### config.mk
export PLATFORM = sky130hd
export DESIGN_NAME = adc_average_and_calibrate_core
export DESIGN_NICKNAME = d
export VERILOG_FILES = /design/src/rtl/adcac_pkg.sv /design/src/rtl/adcac_lane.sv /design/src/rtl/adcac_merge.sv /design/src/rtl/adc_average_and_calibrate_core.sv
export SDC_FILE = /design/constraint.sdc
export NUM_CORES = 2
export LEC_CHECK = 0
export ABC_AREA = 1
export BUFFER_PORTS_ARGS = -buffer_cell sky130_fd_sc_hd__clkbuf_2
export CORE_UTILIZATION = 50
export DETAILED_ROUTE_END_ITERATION = 16
export PLACE_DENSITY = 0.63
export SLEW_MARGIN = 10
export SYNTH_ARGS = -nofsm -noshare
export SYNTH_HDL_FRONTEND = slang
export SYNTH_SLANG_ARGS = --single-unit
### constraint.sdc
create_clock -name clk -period 14.6 [get_ports clk]
set_clock_uncertainty 0.2 [all_clocks]
set_input_delay 0.73 -clock clk [delete_from_list [all_inputs] [get_ports clk]]
set_output_delay 0.73 -clock clk [all_outputs]
set_load 0.03 [all_outputs]
### src/rtl/adcac_pkg.sv
`timescale 1ns / 1ps
package adcac_pkg;

    // channel order on the stream
    localparam int CHANNELS   = 5;
    localparam int CH_CV      = 0;
    localparam int CH_BV      = 1;
    localparam int CH_IC      = 2;
    localparam int CH_LA      = 3;
    localparam int CH_LB      = 4;

    localparam int WINDOW_LEN_DEF = 8;

    // field widths
    localparam int SAMPLE_W   = 10;
    localparam int SUM_W      = 16;
    localparam int VAL_W      = 13;
    localparam int ACC_W      = 32;
    localparam int GAIN_W     = 19;
    localparam int DROP_W     = 25;
    localparam int IN_W       = 56;
    localparam int OUT_W      = 64;

    // apb
    localparam int ADDR_W     = 4;
    localparam int DATA_W     = 32;

    // q16.16 calibration constants
    localparam logic [GAIN_W-1:0]       K_CV_GAIN = 19'd105408;
    localparam logic signed [ACC_W-1:0] K_CV_OFS  = 32'sd95951;
    localparam logic [GAIN_W-1:0]       K_BV_GAIN = 19'd105677;
    localparam logic signed [ACC_W-1:0] K_BV_OFS  = -32'sd566998;
    localparam logic [GAIN_W-1:0]       K_IC_GAIN = 19'd342799;
    localparam logic signed [ACC_W-1:0] K_IC_OFS  = 32'sd4084924;
    localparam logic [GAIN_W-1:0]       K_LC_GAIN = 19'd73263;
    localparam logic signed [ACC_W-1:0] K_LC_OFS  = 32'sd4863951;
    localparam logic [11:0]             K_DROP    = 12'd3080;

    localparam logic [VAL_W-1:0] MAX_12 = 13'd4095;
    localparam logic [VAL_W-1:0] MAX_13 = 13'd8191;
    localparam logic [VAL_W-1:0] MAX_11 = 13'd2047;

    // register map, word index
    typedef enum logic [1:0] {
        REG_CV_OFS   = 2'd0,
        REG_BV_OFS   = 2'd1,
        REG_IC_FLOOR = 2'd2,
        REG_LC_FLOOR = 2'd3
    } reg_idx_t;

    // per-lane calibration behavior
    typedef struct packed {
        logic [GAIN_W-1:0]       gain;
        logic signed [ACC_W-1:0] ofs;
        logic                    use_floor;
        logic                    zero_on_zero;
        logic [VAL_W-1:0]        max_val;
    } lane_mode_t;

    localparam lane_mode_t LANE_MODES [CHANNELS] = '{
        '{gain: K_CV_GAIN, ofs: K_CV_OFS, use_floor: 1'b0, zero_on_zero: 1'b0,
          max_val: MAX_12},
        '{gain: K_BV_GAIN, ofs: K_BV_OFS, use_floor: 1'b0, zero_on_zero: 1'b1,
          max_val: MAX_12},
        '{gain: K_IC_GAIN, ofs: K_IC_OFS, use_floor: 1'b1, zero_on_zero: 1'b0,
          max_val: MAX_13},
        '{gain: K_LC_GAIN, ofs: K_LC_OFS, use_floor: 1'b1, zero_on_zero: 1'b0,
          max_val: MAX_11},
        '{gain: K_LC_GAIN, ofs: K_LC_OFS, use_floor: 1'b1, zero_on_zero: 1'b0,
          max_val: MAX_11}
    };

    // pipeline control handed to each lane
    typedef struct packed {
        logic adv;
        logic accept;
    } stage_ctrl_t;

    // result word, calibrated charger voltage in the lowest bits
    typedef struct packed {
        logic [4:0]  pad;
        logic [10:0] lamp_current_b;
        logic [10:0] lamp_current_a;
        logic [12:0] charge_current;
        logic [11:0] battery_volt;
        logic [11:0] charger_volt;
    } result_t;

    // integer part of a q16.16 value, clamped to [0, maxv]
    function automatic logic [VAL_W-1:0] clamp_q16(logic signed [ACC_W-1:0] acc,
                                                   logic [VAL_W-1:0] maxv);
        logic [14:0]      ip;
        logic [VAL_W-1:0] res;
        ip = acc[30:16];
        if (acc[ACC_W-1])
            res = '0;
        else if (ip > {2'b00, maxv})
            res = maxv;
        else
            res = ip[VAL_W-1:0];
        return res;
    endfunction

endpackage

### src/rtl/adcac_lane.sv
`timescale 1ns / 1ps
module adcac_lane #(
    parameter int                  WINDOW_LEN = adcac_pkg::WINDOW_LEN_DEF,
    parameter adcac_pkg::lane_mode_t LANE_MODE = adcac_pkg::LANE_MODES[0]
) (
    input  logic                                   clk,
    input  logic                                   rst_n,
    input  adcac_pkg::stage_ctrl_t                 ctrl,
    input  logic [adcac_pkg::SAMPLE_W-1:0]         sample,
    input  logic signed [adcac_pkg::SAMPLE_W-1:0]  cfg_offset,
    input  logic [adcac_pkg::SAMPLE_W-1:0]         cfg_floor,
    output logic [adcac_pkg::VAL_W-1:0]            value
);
    import adcac_pkg::*;

    // exact floor division by the window length through a rounded-up reciprocal
    localparam int     LOG_N    = $clog2(WINDOW_LEN);
    localparam int     RSHIFT   = SUM_W + LOG_N;
    localparam int     RECIP_W  = RSHIFT + 1;
    localparam longint RECIP_L  = ((longint'(1) << RSHIFT) + longint'(WINDOW_LEN) - 1)
                                  / longint'(WINDOW_LEN);
    localparam logic [RECIP_W-1:0] RECIP = RECIP_W'(RECIP_L);
    localparam int     PROD_W   = SUM_W + RECIP_W;

    logic [SAMPLE_W-1:0]     hist_reg [WINDOW_LEN];
    logic [SUM_W-1:0]        sum_reg;
    logic [SUM_W-1:0]        sum_next;

    logic [PROD_W-1:0]       div_prod;
    logic [SAMPLE_W-1:0]     mean_reg;

    logic [28:0]             cal_prod;
    logic signed [ACC_W-1:0] acc_next;
    logic signed [ACC_W-1:0] acc_reg;
    logic                    pass_reg;
    logic                    zero_reg;
    logic [SAMPLE_W-1:0]     mean_d_reg;

    logic [VAL_W-1:0]        value_next;
    logic [VAL_W-1:0]        value_reg;

    // running sum: oldest sample leaves as the new one enters
    assign sum_next = sum_reg - SUM_W'(hist_reg[WINDOW_LEN-1]) + SUM_W'(sample);

    // window shift line and sum, cleared at reset
    always_ff @(posedge clk or negedge rst_n)
    begin
        if (!rst_n)
        begin
            for (int i = 0; i < WINDOW_LEN; i++)
                hist_reg[i] <= '0;
            sum_reg <= '0;
        end
        else if (ctrl.accept)
        begin
            hist_reg[0] <= sample;
            for (int i = 1; i < WINDOW_LEN; i++)
                hist_reg[i] <= hist_reg[i-1];
            sum_reg <= sum_next;
        end
    end

    // window mean
    assign div_prod = PROD_W'(sum_reg) * PROD_W'(RECIP);

    // gain and offsets in q16.16
    assign cal_prod = 29'(mean_reg) * 29'(LANE_MODE.gain);
    assign acc_next = signed'({3'b000, cal_prod}) + LANE_MODE.ofs
                    + signed'({{6{cfg_offset[SAMPLE_W-1]}}, cfg_offset, 16'h0000});

    // select calibrated, raw or zero
    always_comb
    begin
        if (zero_reg)
            value_next = '0;
        else if (pass_reg)
            value_next = VAL_W'(mean_d_reg);
        else
            value_next = clamp_q16(acc_reg, LANE_MODE.max_val);
    end

    // pipeline stages, advancing with the whole block
    always_ff @(posedge clk)
    begin
        if (ctrl.adv)
        begin
            mean_reg   <= div_prod[RSHIFT +: SAMPLE_W];
            acc_reg    <= acc_next;
            pass_reg   <= LANE_MODE.use_floor && (mean_reg < cfg_floor);
            zero_reg   <= LANE_MODE.zero_on_zero && (mean_reg == '0);
            mean_d_reg <= mean_reg;
            value_reg  <= value_next;
        end
    end

    assign value = value_reg;

endmodule

### src/rtl/adcac_merge.sv
`timescale 1ns / 1ps
module adcac_merge (
    input  logic                         clk,
    input  logic                         adv,
    input  logic [adcac_pkg::VAL_W-1:0]  lane_val [adcac_pkg::CHANNELS],
    output adcac_pkg::result_t           result
);
    import adcac_pkg::*;

    logic [DROP_W-1:0]       drop_reg;
    logic [11:0]             vb_reg;
    logic [11:0]             cv_reg;
    logic [12:0]             ic_reg;
    logic [10:0]             la_reg;
    logic [10:0]             lb_reg;
    logic signed [ACC_W-1:0] bv_diff;
    logic [VAL_W-1:0]        bv_val;
    result_t                 result_reg;

    // battery voltage less the drop across the charger current path
    assign bv_diff = signed'({4'b0000, vb_reg, 16'h0000}) - signed'({7'b0, drop_reg});
    assign bv_val  = clamp_q16(bv_diff, MAX_12);

    always_ff @(posedge clk)
    begin
        if (adv)
        begin
            drop_reg <= DROP_W'(lane_val[CH_IC]) * DROP_W'(K_DROP);
            vb_reg   <= lane_val[CH_BV][11:0];
            cv_reg   <= lane_val[CH_CV][11:0];
            ic_reg   <= lane_val[CH_IC];
            la_reg   <= lane_val[CH_LA][10:0];
            lb_reg   <= lane_val[CH_LB][10:0];

            result_reg.pad            <= '0;
            result_reg.charger_volt   <= cv_reg;
            result_reg.battery_volt   <= bv_val[11:0];
            result_reg.charge_current <= ic_reg;
            result_reg.lamp_current_a <= la_reg;
            result_reg.lamp_current_b <= lb_reg;
        end
    end

    assign result = result_reg;

endmodule

### src/rtl/adc_average_and_calibrate_core.sv
`timescale 1ns / 1ps
// channel   dir  handshake          payload
// s_*       in   s_tvalid/s_tready  five 10-bit samples in s_tdata
// m_*       out  m_tvalid/m_tready  five calibrated values in m_tdata
// apb       in   psel/penable       four 10-bit registers at 0x0, 0x4, 0x8, 0xc
//
// one sample set per cycle while m_tready does not stall; m_tvalid rises once a set has passed
// the registers for running sum, mean multiply, gain multiply, clamp, drop multiply and output
// rst_n clears the sample windows, the sums, the valid bits and the config registers
// a stall on m_tready freezes the whole pipeline and drops s_tready
module adc_average_and_calibrate_core #(
    parameter int WINDOW_LEN = adcac_pkg::WINDOW_LEN_DEF
) (
    input  logic                           clk,
    input  logic                           rst_n,
    input  logic                           s_tvalid,
    output logic                           s_tready,
    // raw_charger_volt, raw_battery_volt, raw_charge_current,
    // raw_lamp_current_a, raw_lamp_current_b (10 bits each), zero fill
    input  logic [adcac_pkg::IN_W-1:0]     s_tdata,
    output logic                           m_tvalid,
    input  logic                           m_tready,
    // charger_volt (12), battery_volt (12), charge_current (13),
    // lamp_current_a (11), lamp_current_b (11), zero fill
    output logic [adcac_pkg::OUT_W-1:0]    m_tdata,
    input  logic                           psel,
    input  logic                           penable,
    input  logic                           pwrite,
    input  logic [adcac_pkg::ADDR_W-1:0]   paddr,
    input  logic [adcac_pkg::DATA_W-1:0]   pwdata,
    output logic [adcac_pkg::DATA_W-1:0]   prdata,
    output logic                           pready
);
    import adcac_pkg::*;

    localparam int STAGES = 5;

    logic [SAMPLE_W-1:0]        cv_ofs_reg;
    logic [SAMPLE_W-1:0]        bv_ofs_reg;
    logic [SAMPLE_W-1:0]        ic_floor_reg;
    logic [SAMPLE_W-1:0]        lc_floor_reg;
    logic                       cfg_wr;
    reg_idx_t                   cfg_idx;

    logic [STAGES-1:0]          stage_vld_reg;
    logic                       out_vld_reg;
    stage_ctrl_t                ctrl;

    logic signed [SAMPLE_W-1:0] lane_off   [CHANNELS];
    logic [SAMPLE_W-1:0]        lane_floor [CHANNELS];
    logic [VAL_W-1:0]           lane_val   [CHANNELS];
    result_t                    result;

    // configuration port
    assign pready  = 1'b1;
    assign cfg_idx = reg_idx_t'(paddr[ADDR_W-1:2]);
    assign cfg_wr  = psel && penable && pwrite && pready;

    always_ff @(posedge clk or negedge rst_n)
    begin
        if (!rst_n)
        begin
            cv_ofs_reg   <= '0;
            bv_ofs_reg   <= '0;
            ic_floor_reg <= '0;
            lc_floor_reg <= '0;
        end
        else if (cfg_wr)
        begin
            case (cfg_idx)
                REG_CV_OFS:   cv_ofs_reg   <= pwdata[SAMPLE_W-1:0];
                REG_BV_OFS:   bv_ofs_reg   <= pwdata[SAMPLE_W-1:0];
                REG_IC_FLOOR: ic_floor_reg <= pwdata[SAMPLE_W-1:0];
                REG_LC_FLOOR: lc_floor_reg <= pwdata[SAMPLE_W-1:0];
                default: ;
            endcase
        end
    end

    // register readback
    always_comb
    begin
        case (cfg_idx)
            REG_CV_OFS:   prdata = DATA_W'(cv_ofs_reg);
            REG_BV_OFS:   prdata = DATA_W'(bv_ofs_reg);
            REG_IC_FLOOR: prdata = DATA_W'(ic_floor_reg);
            REG_LC_FLOOR: prdata = DATA_W'(lc_floor_reg);
            default:      prdata = '0;
        endcase
    end

    // whole pipeline moves whenever the output register can take a result
    assign ctrl.adv    = !out_vld_reg || m_tready;
    assign ctrl.accept = s_tvalid && ctrl.adv;
    assign s_tready    = ctrl.adv;

    always_ff @(posedge clk or negedge rst_n)
    begin
        if (!rst_n)
        begin
            stage_vld_reg <= '0;
            out_vld_reg   <= 1'b0;
        end
        else if (ctrl.adv)
        begin
            stage_vld_reg <= {stage_vld_reg[STAGES-2:0], ctrl.accept};
            out_vld_reg   <= stage_vld_reg[STAGES-1];
        end
    end

    // per-lane configuration
    always_comb
    begin
        for (int i = 0; i < CHANNELS; i++)
        begin
            lane_off[i]   = '0;
            lane_floor[i] = '0;
        end
        lane_off[CH_CV]   = cv_ofs_reg;
        lane_off[CH_BV]   = bv_ofs_reg;
        lane_floor[CH_IC] = ic_floor_reg;
        lane_floor[CH_LA] = lc_floor_reg;
        lane_floor[CH_LB] = lc_floor_reg;
    end

    // one averaging and calibration lane per converter channel
    for (genvar g = 0; g < CHANNELS; g++)
    begin : g_lane
        adcac_lane #(
            .WINDOW_LEN (WINDOW_LEN),
            .LANE_MODE  (LANE_MODES[g])
        ) u_lane (
            .clk        (clk),
            .rst_n      (rst_n),
            .ctrl       (ctrl),
            .sample     (s_tdata[g*SAMPLE_W +: SAMPLE_W]),
            .cfg_offset (lane_off[g]),
            .cfg_floor  (lane_floor[g]),
            .value      (lane_val[g])
        );
    end

    adcac_merge u_merge (
        .clk      (clk),
        .adv      (ctrl.adv),
        .lane_val (lane_val),
        .result   (result)
    );

    assign m_tvalid = out_vld_reg;
    assign m_tdata  = result;

    // a held result stalls the input side
    assert property (@(posedge clk) disable iff (!rst_n)
        (m_tvalid && !m_tready) |-> !s_tready)
        else $error("input accepted while output stalled");

    // an accepted request enters the first stage
    assert property (@(posedge clk) disable iff (!rst_n)
        (s_tvalid && s_tready) |=> stage_vld_reg[0])
        else $error("accepted request lost at first stage");

    // a result appears only from the last pipeline stage
    assert property (@(posedge clk) disable iff (!rst_n)
        $rose(m_tvalid) |-> $past(stage_vld_reg[STAGES-1]))
        else $error("result without request in last stage");

    // a stall freezes the stage valid bits
    assert property (@(posedge clk) disable iff (!rst_n)
        (m_tvalid && !m_tready) |=> $stable(stage_vld_reg))
        else $error("pipeline moved during stall");

endmodule
# Word-level counts from Yosys, hierarchy flattened
# Cells that the tools add are included.
[word_totals]
reg_bits = 961
out_inout_bits = 99
wordCells = 153
in_bits = 99
[op_classes]
addsub = 18
muxes = 13
n_mul = 6
order_cmp = 9
n_reduce_logical = 15
n_eq_ne = 3
[ops]
columns = ["op", "n"]
rows = [
  ["$pmux W32 S4", 1],
  ["$mul A10 B17 Y27 const B", 3],
  ["$add A16 B10 Y16", 5],
  ["$sub A16 B10 Y16", 5],
  ["$add A29 B26 Y30", 2],
  ["$mux W10", 6],
  ["$add A27 B23 Y28 const B", 2],
  ["$gt A15 B12 Y1 const B", 3],
  ["$mux W12", 3],
  ["$add A29 B22 Y30 const B", 1],
  ["$lt A10 B10 Y1", 3],
  ["$add A28 B21 Y29 const B", 1],
  ["$mul A10 B19 Y29 const B", 1],
  ["$sub A28 B25 Y29", 1],
  ["$add A27 B17 Y28 const B", 1],
  ["$gt A12 B11 Y1 const B", 2],
  ["$mul A13 B9 Y22 const B", 1],
  ["$mux W11", 2],
  ["$mul A10 B11 Y21 const B", 1],
  ["$gt A15 B13 Y1 const B", 1],
  ["$mux W13", 1],
  ["$logic_not A10 Y1", 1],
  ["$reduce_and A2 Y1", 4],
  ["$reduce_or A2 Y1", 4],
  ["other kinds (6)", 9],
]

# Logic depth before layout (Yosys ltp)
[depth]
word_depth = 4
depth_mapped = 32
mapped_depth_nobuf = 32

# Modules after synthesis
# Synthesis repeated with hierarchy kept, for this count alone.
[hier_totals]
cells_unflattened = 6804
hier_area_um2 = 59661.0
[modules_own_cells]
columns = ["mod", "instances", "cells_per_inst", "area_each_um2", "seq_area_each_um2"]
rows = [
  ["adcac_lane at g_lane[2].u_lane", 1, 1372, 11207.0, 3828.7],
  ["adcac_lane at g_lane[1].u_lane", 1, 1239, 10288.6, 3468.3],
  ["adcac_lane at g_lane[3].u_lane", 1, 1168, 10271.1, 3768.6],
  ["adcac_lane at g_lane[4].u_lane", 1, 1172, 10268.6, 3768.6],
  ["adcac_lane at g_lane[0].u_lane", 1, 1059, 8974.9, 3438.3],
  ["adcac_merge", 1, 506, 6372.4, 3993.8],
  ["adc_average_and_calibrate_core", 1, 288, 2278.4, 1151.1],
]

# Worst setup path before layout
# Ideal clock, no wire load.
[synth_timing]
kind = "input to register"
from = "input m_tready"
to = "register g_lane[2].u_lane.hist_reg[0] (netlist bit)"
arrival_ps = 5952
n_path_buf = 2
setup_time_ps = 65
path_slack_ps = 8383
cell_stages = 8
required_time_ps = 14335
path_cell_list = "nor2_1 > inv_2 > nand2_2 > inv_2 > clkbuf_1 > clkbuf_1 > nand2_1 > nand2_1"
[synth_between]
elab_chain_len = 2
[synth_rtl]
columns = ["item", "line_no", "text"]
rows = [
  ["start, declared", "adc_average_and_calibrate_core.sv:22", "input logic m_tready,"],
  ["$logic_or A1 B1 Y1", "adc_average_and_calibrate_core.sv:93", "assign ctrl.adv = !out_vld_reg || m_tready;"],
  ["named net s_tready", "adc_average_and_calibrate_core.sv:17", "output logic s_tready,"],
  ["$logic_and A1 B1 Y1", "adc_average_and_calibrate_core.sv:94", "assign ctrl.accept = s_tvalid && ctrl.adv;"],
  ["end signal, assigned by index", "adcac_lane.sv:58", "hist_reg[i] <= hist_reg[i-1];"],
  ["end, declared", "adcac_lane.sv:25", "logic [SAMPLE_W-1:0] hist_reg [WINDOW_LEN];"],
]
# The timed path passes the listed nets, and every way through them passes these cells.
# A chain may end at the register's enable or synchronous reset.

# Final worst setup path
[layout_timing]
from = "register g_lane[1].u_lane.mean_reg[4]"
to = "register g_lane[1].u_lane.acc_reg[28], data pin"
[layout_between]
elab_chain_len = 3
[layout_rtl]
columns = ["item", "line_no", "text"]
rows = [
  ["start, declared", "adcac_lane.sv:30", "logic [SAMPLE_W-1:0] mean_reg;"],
  ["start signal, assigned", "adcac_lane.sv:87", "mean_reg <= div_prod[RSHIFT +: SAMPLE_W];"],
  ["$mul A10 B17 Y27", "adcac_lane.sv:67", "assign cal_prod = 29'(mean_reg) * 29'(LANE_MODE.gain);"],
  ["$add A28 B21 Y29", "adcac_lane.sv:68", "assign acc_next = signed'({3'b000, cal_prod}) + LANE_MODE.ofs"],
  ["$add A29 B26 Y30", "adcac_lane.sv:69", "+ signed'({{6{cfg_offset[SAMPLE_W-1]}}, cfg_offset, 16'h0000});"],
  ["named net g_lane[1].u_lane.acc_next[28]", "adcac_lane.sv:33", "logic signed [ACC_W-1:0] acc_next;"],
  ["end signal, assigned", "adcac_lane.sv:88", "acc_reg <= acc_next;"],
  ["end, declared", "adcac_lane.sv:34", "logic signed [ACC_W-1:0] acc_reg;"],
]
# The timed path passes the listed nets, and every way through them passes these cells.

==> impl_metrics.json <==
{
  "dr.first_iter.drc_count": 2274,
  "clock-root-buffer": "clkbuf_16",
  "fin_tns_setup_ns": 0,
  "r2r_slack_ns": 7.35,
  "r2r_cells": 28,
  "cts_buffer_depth": 3,
  "cts_tree": "yes",
  "path_max_fanout": 6,
  "synthTopCellsByCount": "nand2_1, inv_1, ha_1, dfrtp_1, edfxtp_1",
  "yosysUniqueCellTypes": 56,
  "post-route-cell-area_um2": 60800,
  "synth_warnings": 0,
  "postSynthCellCount": 6071,
  "grt_overflow": 0,
  "dieWidth_um": 335,
  "synth-main-ff-cell": "dfrtp_1",
  "slew_viol_final": 0,
  "critPathMaxStageDelay_ns": 0.61,
  "area_delta_synth_final_pct": 9.43,
  "core_um2": 110000,
  "hold_path_depth": 3,
  "start_util": 0.507,
  "cp_common_cell": "inv_1",
  "grt_pass1_vias": 37000,
  "synth.most_common_cell": "nand2_1",
  "rsz0062_at_grt": "no",
  "synth_edf_count": 342,
  "cts_resized": 0,
  "timing.final.crit_share": 0.497,
  "drive_above_1_share": 0.0624,
  "grt_pass1_wl_um": 189000,
  "layout.cells.non_filler": 7749,
  "port_buffers": 139,
  "placedCellCount": 7574,
  "hp-class": "in -> reg",
  "placed_area_um2": 57700,
  "slowest_stage": "fa_1",
  "htree_num_levels": 3,
  "hpwl_um": 84300,
  "die_h_um": 335,
  "crit_type": "reg -> reg",
  "cap_violations": 0,
  "endpoint_kind": "register",
  "vias": 38200,
  "syn_avg_cell_area_um2": 9.16,
  "synth_top_area_cell": "dfrtp_1",
  "wl_per_cell_um": 14.5,
  "setup_viol_count_final": 0,
  "die_area_um2": 113000,
  "antenna_found_initial": 3,
  "clk_latency_ns": 0.66,
  "first_pass_iters": 7,
  "rows": 121,
  "ys_ff_latch": 853,
  "grt_max_degree": 242,
  "hold_violations": 0,
  "status": "finished, final reports clean",
  "slew_headroom": 0.120,
  "totalWireLength_um": 112000,
  "worst_pin_slew_ns": 1.32,
  "clock.fmax_mhz": 138,
  "async_reset_ff_frac": 0.599,
  "fin_nets": 7214,
  "synth.area.top_cells": "dfrtp_1, edfxtp_1, ha_1, nand2_1, fa_1",
  "grt_usage": 0.206,
  "min_period_ns": 7.25,
  "arrival_ns": 7.45,
  "syn_area_um2": 55600,
  "routed_via_density": 4.93,
  "cts.sinks": 853,
  "ant_nets": 0,
  "largest_reg_flops": 400,
  "drcViolationCount": 0,
  "clkTransAtPathRegs_ns": 0.06,
  "ys_seq_area_frac": 0.415,
  "synth_top_area_frac": 0.230,
  "cts_made_buffers": 92,
  "gp_congestion": 0.900,
  "io_pins": 198,
  "critPathLaunchType": "register",
  "worstPathRequired_ns": 14.80,
  "utilization": 0.555
}
[layout make-up]
class / count / area, um^2
Clock buffer: 119 / 2550
Tap cell: 1476 / 1850
Clock inverter: 53 / 583
Fill cell: 10000 / 48800
Timing Repair Buffer: 155 / 878
Multi-Input combinational cell: 4224 / 28600
Sequential cell: 853 / 23100
Antenna cell: 2 / 5.00
Inverter: 867 / 3270
[worst paths after layout]
| check | startpoint | to |
|---|---|---|
| worst max-delay path | g_lane[1].u_lane.mean_reg[4] | g_lane[1].u_lane.acc_reg[28] |
| worst min-delay path | s_tdata[10] | g_lane[1].u_lane.hist_reg[70] |
| worst max register to register | g_lane[1].u_lane.mean_reg[4] | g_lane[1].u_lane.acc_reg[28] |
| worst min register to register | u_merge.la_reg[8] | u_merge.result[45] |
| max in group asynchronous | rst_n | g_lane[2].u_lane.hist_reg[5] |
| min in group asynchronous | rst_n | g_lane[0].u_lane.hist_reg[41] |
[cell families after synthesis]
kind of cell / synth area share
AO/OA/AOI/OAI: 0.0611
XOR/XNOR: 0.0214
adder cells (fa/ha/maj): 0.247
buffers and inverters: 0.0720
flip-flops: 0.415
other: 0.000135
AND/OR/NAND/NOR: 0.183
[routing by layer]
layer | up-vias | wire length, um | global-route usage
li1 | 19600 | - | -
met1 | 17900 | 55400 | 0.300
met2 | 545 | 50700 | 0.325
met3 | 128 | 4020 | 0.0249
met4 | 2 | 2250 | 0.0549
met5 | - | 12 | 0
[worst max-delay path, delay by kind of cell (launching register included)]
family / cells / cell delay [ns]
simple gates: 9 / 1.07
flops: 1 / 0.53
fa+ha+maj: 7 / 3.43
xor+xnor: 1 / 0.53
buf+inv: 6 / 0.59
compound gates: 5 / 0.65
[stage by stage]
| step | setup WS [ns] | hold WS (ns) |
|---|---|---|
| after floorplan | 8.38 | 0.200 |
| after global placement | 7.49 | 0.202 |
| after detailed placement | 7.39 | 0.205 |
| after CTS | 7.34 | 0.0739 |
| after global routing | 6.86 | 0.107 |
| final | 7.35 | 0.123 |
[cell usage in the layout (no fill, tap or decap), types with 138 or more instances in the layout]
| cell type | synthesis | layout |
|---|---|---|
| a21oi_1 | 222 | 222 |
| nand3_1 | 142 | 142 |
| edfxtp_1 | 342 | 342 |
| nand2_1 | 1909 | 1909 |
| inv_1 | 853 | 853 |
| nor2_1 | 268 | 268 |
| dfrtp_1 | 511 | 511 |
| clkbuf_2 | 0 | 138 |
| fa_1 | 293 | 293 |
| ha_1 | 629 | 629 |
| o21ai_0 | 273 | 273 |
[repair_timing]
item	CTS	global route
endpoints found under the hold margin	49	0
setup buffers	0	0
hold buffers	1	0
Power is not shown: default switching activity piles up to over one toggle a cycle in this logic, so the estimate is an artifact.
